==> src/sv/two_key_sorted_priority_queue_defines.svh <==
// ----------------------------------------------------------------------------
// Two-key sorted priority queue: assertion macros
// Shared check templates, clocked on clock and disabled in reset.
// ----------------------------------------------------------------------------
`ifndef TWO_KEY_SORTED_PRIORITY_QUEUE_DEFINES_SVH
`define TWO_KEY_SORTED_PRIORITY_QUEUE_DEFINES_SVH

// same-cycle implication
`define TKSQ_ASSERT_IMPL(name, ante, cons) \
   name: assert property (@(posedge clock) disable iff (reset) (ante) |-> (cons)) \
      else $error("tksq assertion failed");

// next-cycle implication
`define TKSQ_ASSERT_NEXT(name, ante, cons) \
   name: assert property (@(posedge clock) disable iff (reset) (ante) |=> (cons)) \
      else $error("tksq assertion failed");

`endif

==> src/sv/tksq_pkg.sv <==
// ----------------------------------------------------------------------------
// Two-key sorted priority queue: package
// Payload structs, command and status codes, and the cell control bundle.
// ----------------------------------------------------------------------------
package tksq_pkg;

   localparam int OCC_W = 7;

   typedef enum logic [1:0] {
      CMD_INSERT = 2'd0,
      CMD_REMOVE = 2'd1,
      CMD_CLEAR  = 2'd2
   } cmd_type;

   typedef enum logic [1:0] {
      STS_OK    = 2'd0,
      STS_EMPTY = 2'd1,
      STS_FULL  = 2'd2
   } status_type;

   typedef struct packed {
      logic [15:0] tag;
      logic [7:0]  prio;
      logic [15:0] treat;
   } entry_type;

   typedef struct packed {
      logic [1:0]  command;
      logic [15:0] tag;
      logic [7:0]  prio;
      logic [15:0] treat;
   } req_type;

   typedef struct packed {
      logic [1:0]       status;
      logic             out_valid;
      logic [15:0]      out_tag;
      logic [7:0]       out_prio;
      logic [15:0]      out_treat;
      logic [OCC_W-1:0] occupancy;
   } rsp_type;

   // broadcast to every cell
   typedef struct packed {
      logic insert;
      logic remove;
      logic clear;
   } ctl_type;

endpackage

==> src/sv/tksq_cell.sv <==
// ----------------------------------------------------------------------------
// Two-key sorted priority queue: storage cell
// Holds one slot, compares it against the broadcast entry, and on a
// transfer keeps, loads the new entry, takes a neighbor's slot, or clears.
// ----------------------------------------------------------------------------
module tksq_cell (
   input  logic                clock,
   input  logic                reset,
   input  tksq_pkg::ctl_type   ctl,
   input  tksq_pkg::entry_type new_entry,
   input  logic                left_cond,
   input  logic                left_valid,
   input  tksq_pkg::entry_type left_entry,
   input  logic                right_valid,
   input  tksq_pkg::entry_type right_entry,
   output logic                cond,
   output logic                valid,
   output tksq_pkg::entry_type entry
);
   import tksq_pkg::*;

   logic      valid_ff, valid_in;
   entry_type entry_ff, entry_in;
   logic      key_ge;

   // stored pair at or above the new one; empty slots count as above
   assign key_ge = (entry_ff.prio > new_entry.prio) ||
                   ((entry_ff.prio == new_entry.prio) &&
                    (entry_ff.treat >= new_entry.treat));
   assign cond = !valid_ff || key_ge;

   // pick next slot contents
   always_comb begin
      valid_in = valid_ff;
      entry_in = entry_ff;
      if (ctl.clear) begin
         valid_in = 1'b0;
      end else if (ctl.remove) begin
         valid_in = right_valid;
         entry_in = right_entry;
      end else if (ctl.insert) begin
         if (left_cond) begin
            valid_in = left_valid;
            entry_in = left_entry;
         end else if (cond) begin
            valid_in = 1'b1;
            entry_in = new_entry;
         end
      end
   end

   always_ff @(posedge clock) begin
      if (reset) begin
         valid_ff <= 1'b0;
      end else begin
         valid_ff <= valid_in;
      end
   end

   // slot data needs no reset
   always_ff @(posedge clock) begin
      entry_ff <= entry_in;
   end

   assign valid = valid_ff;
   assign entry = entry_ff;

endmodule

==> config.mk <==
export PLATFORM = sky130hd
export DESIGN_NAME = tksq_cell
export DESIGN_NICKNAME = d
export VERILOG_FILES = /design/src/sv/two_key_sorted_priority_queue_defines.svh /design/src/sv/tksq_pkg.sv /design/src/sv/tksq_cell.sv
export SDC_FILE = /design/constraint.sdc
export NUM_CORES = 1
export LEC_CHECK = 0
export BUFFER_PORTS_ARGS = -buffer_cell sky130_fd_sc_hd__buf_4
export CORE_MARGIN = 2
export CORE_UTILIZATION = 47
export DETAILED_ROUTE_END_ITERATION = 7
export PLACE_DENSITY = 0.95
export SKIP_LAST_GASP = 1
export SLEW_MARGIN = 30
export SYNTH_ARGS = -nofsm -noshare
export SYNTH_HDL_FRONTEND = slang
export SYNTH_SLANG_ARGS = --single-unit
==> constraint.sdc <==
create_clock -name clock -period 7.8 [get_ports clock]
set_clock_uncertainty 0.1 [all_clocks]
set_input_delay 0.78 -clock clock [delete_from_list [all_inputs] [get_ports clock]]
set_output_delay 0.78 -clock clock [all_outputs]
set_load 0.01 [all_outputs]
After elaboration in Yosys (flattened, before gate mapping)
Index checks and enable logic that the tools add are counted.
{"block": "word_totals", "reg_bits": 41, "latch_bits": 0, "ramBits": 0, "mem_bits_ro": 0, "in_bits": 128, "output_inout_bits": 42, "word_cells": 25, "n_memories": 0}
{"block": "op_classes", "addsub": 0, "multipliers": 0, "div": 0, "order_cmp": 2, "eq_ne": 1, "shifts": 0, "n_mux": 8, "bitwise": 1, "n_reduce_logical": 9}
{"op": "$mux 40", "count": 4}
{"op": "$ge 16x16->1", "count": 1}
{"op": "$eq 8x8->1", "count": 1}
{"op": "$gt 8x8->1", "count": 1}
{"op": "$mux 1", "count": 4}
{"op": "$reduce_and 3->1", "count": 1}
{"op": "$reduce_bool 3->1", "count": 1}
{"op": "$logic_or 1x1->1", "count": 2}
{"op": "$reduce_and 2->1", "count": 1}
{"op": "$reduce_bool 2->1", "count": 1}
{"op": "$reduce_or 2->1", "count": 1}
{"op": "$logic_and 1x1->1", "count": 1}
{"op": "$logic_not 1->1", "count": 1}
{"op": "$not 1->1", "count": 1}

Depth between registers and ports, before layout
{"block": "logic_depth", "word_depth": 8, "depth_mapped": 7, "mapped_depth_nobuf": 7}

Worst setup path before layout
OpenSTA, ideal clock, no wires.
{"block": "synth_timing", "kind": "input to register", "from": "input new_entry[14] in the netlist's numbering", "to": "register entry_ff (netlist bit entry[0]), enable pin", "setup_ns": 0.452, "arrival_time_ns": 3.803, "t_required_ns": 7.248, "slack_ns": 3.445, "path_stages": 7, "n_path_buf": 0, "path_cell_list": "inv_1 ha_1 and4_4 nand4_1 a2111oi_2 a211oi_2 o22ai_1"}
{"block": "synth_between", "elab_chain_len": 6}
{"item": "start, declared", "line": "tksq_cell.sv:10", "text": "input tksq_pkg::entry_type new_entry,"}
{"item": "$ge 16x16->1", "line": "tksq_cell.sv:29", "text": "(entry_ff.treat >= new_entry.treat));"}
{"item": "$logic_and 1x1->1", "line": "tksq_cell.sv:28", "text": "((entry_ff.prio == new_entry.prio) &&"}
{"item": "$logic_or 1x1->1", "line": "tksq_cell.sv:27", "text": "assign key_ge = (entry_ff.prio > new_entry.prio) ||"}
{"item": "$logic_or 1x1->1", "line": "tksq_cell.sv:30", "text": "assign cond = !valid_ff || key_ge;"}
{"item": "$reduce_bool 3->1 (no source line)"}
{"item": "$reduce_and 3->1 (no source line)"}
{"item": "end signal, assigned", "line": "tksq_cell.sv:62", "text": "entry_ff <= entry_in;"}
{"item": "end, declared", "line": "tksq_cell.sv:23", "text": "entry_type entry_ff, entry_in;"}
Every way passes these cells.
A chain may end at the register's enable or synchronous reset.

Worst setup path in the final report
{"block": "layout_timing", "from": "input new_entry[14] in the netlist's numbering", "to": "output cond"}
{"block": "layout_between", "elab_chain_len": 4}
{"item": "$ge 16x16->1", "line": "tksq_cell.sv:29"}
{"item": "$logic_and 1x1->1", "line": "tksq_cell.sv:28"}
{"item": "$logic_or 1x1->1", "line": "tksq_cell.sv:27"}
{"item": "$logic_or 1x1->1", "line": "tksq_cell.sv:30"}
{"item": "end, declared", "line": "tksq_cell.sv:16", "text": "output logic cond,"}
Every way passes these cells.

==> flow_summary.ini <==
[run_status]
status = finished clean

[synth]
syn_inst = 268
async_reset_ff_share_pct = 0
synth_top_flop_cell = edfxtp_1
ys_seq_area_share_pct = 44.9
netlist_area_um2 = 2720
yosys_register_bits = 41
syn_nets = 420
synth.distinct_cells = 30
synth-edff-count = 40
ys_warn_count = 0
synth.avg_cell_area_um2 = 10.2

[layout]
nets = 583
final_cell_mix = buf_4 (170), nand2_1 (43), o21ai_0 (43)
drive_gt1_share_pct = 41.8
diodes = 0
layout.cells.most_common = buf_4
syn2layout_area_growth_pct = 51.4
postLayoutCellArea_um2 = 4120

[sta]
max_freq_mhz = 305
setup_viol = 0
final_max_slew_viol_count = 0
fin_tns_setup_ns = 0
worstMarginPinSlew_ns = 0.719
fin_crit_sh_pct = 42.1
fin_crit_ns = 3.28
slew_headroom_pct = 52.0
hold_viol = 0
rsz0062_at_grt = false
hold_ws_ns = 0.559

[clock_network]
cts_resized = 0
htreeDepth = 2
cts_tree = done
cts.path.max_buffers = 2
cts_sinks = 41
cts_setup_buffers = 0
holdBufCountCts = 0
cts_made_buffers = 5
clk_pin_slew_ns = 0.08
clock_latency_ns = 0.29
cts-root-buf = clkbuf_8

[die]
rows = 27
core_um2 = 5540
die_height_um = 80.1
fp.dieW_um = 80.1
num_io_pins = 170
dieArea_um2 = 6410
start_util_pct = 49.1

[place]
placedInstanceArea_um2 = 4040
dp_hpwl_um = 6190
place_congestion = 0.761
place.port_buffers = 169

[routing]
vias = 2596
post-route-drc-count = 0
wl_per_cell_um = 15.5
ant_nets = 0
drt_pass1_iterations = 4
wl_um = 7770
drt_iter0_markers = 80
vias_per_cell = 5.16

[global_route]
grt_pass1_wl_um = 11800
overflow = 0
grt_pass1_vias = 2586
grt_antenna_before_repair = 0
grt_use_total_pct = 23.9
grt_max_degree = 84

[setup_path]
end_kind = output port
worstPathArrival_ns = 2.40
critPathRequiredTime_ns = 6.92
crit_fanout = 3
startpoint_type = input pin
crit_type = in2out
reg2reg_depth = 7

[power_and_ir_drop]
powerDensity_nw_per_um2 = 140
fin_total_pwr_mw = 0.578
power.leakage_nw = 2.07
peakVddDrop_mv = 0.110

[worst_hold_path]
worstHoldPathCells = 2
hold_class = in2reg

[run]
cap_violations = 0
[sequential cells by signal, indices dropped and copies added, names as in the netlist]
register and flops:
entry 40, valid 1
[synthesized netlist by cell type (2+ instances only)]
cell type / count / area [µm²]
clkbuf_1: 10 / 37.5
nor2_1: 2 / 7.51
a21oi_1: 8 / 40.0
inv_1: 28 / 105
nor2b_1: 2 / 12.5
and3_1: 3 / 18.8
a21o_1: 3 / 22.5
nand2_1: 43 / 161
o21ai_0: 43 / 215
edfxtp_1: 40 / 1200
mux2i_1: 40 / 400
o22ai_1: 2 / 12.5
buf_2: 4 / 20.0
ha_1: 24 / 300
[metal layers]
metal / vias up / global-route usage [%] / wire, µm
li1: 1287 / - / -
met5: - / 0 / 0
met1: 1180 / 26.3 / 2970
met4: 0 / 4.92 / 45
met3: 4 / 7.08 / 759
met2: 125 / 45.2 / 4000
[area by class of cell]
class | count | area [µm²]
repair buffers | 170 | 1280
inverters | 28 | 105
clock buffers | 6 | 72.6
multi-input cells | 185 | 1350
fillers | 417 | 1420
well taps | 72 | 90.1
flip-flops and latches | 41 | 1220
clock inverters | 1 | 3.75
[power by group]
group	leakage [nW]	internal, mW	switching (mW)
registers	0.404	0.267	0.00921
logic	1.62	0.0949	0.0776
clock network	0.0387	0.0604	0.0691
total	2.07	0.422	0.156
[logic make-up (layout without fill, tap and decap cells)]
kind of cell,count (synthesis),count (layout),share of synthesized area [%]
AO/OA/AOI/OAI,63,63,13.9
adder cells (fa/ha/maj),24,24,11.0
flip-flops,41,41,44.9
buffers and inverters,42,205,5.98
AND/OR/NAND/NOR,58,58,9.52
multiplexers,40,40,14.7
[worst paths after layout]
kind,from,slack (ns),end
max,new_entry[14],4.52,cond
min,reset,0.56,valid
max reg2reg,entry[13],5.02,entry[37]
min reg2reg,valid,0.75,valid
[worst max-delay path, stage by stage]
cell       delay (ns)
buf_4            0.09
inv_1            0.04
ha_1             0.29
and4_4           0.25
nand4_1          0.12
a2111oi_2        0.42
a211oi_2         0.11
nor2_1           0.15
buf_4            0.15
[stage by stage]
stage / std cells / util [%] / worst slack (ns)
after global placement: 496 / 73.0 / 4.57
after detailed placement: 496 / 73.0 / 4.50
after CTS: 503 / 74.4 / 4.49
after floorplan: 268 / - / 3.45
final: 503 / 74.4 / 4.52
after global routing: 503 / 74.4 / 4.39
Power figures use the tool's default switching activity.
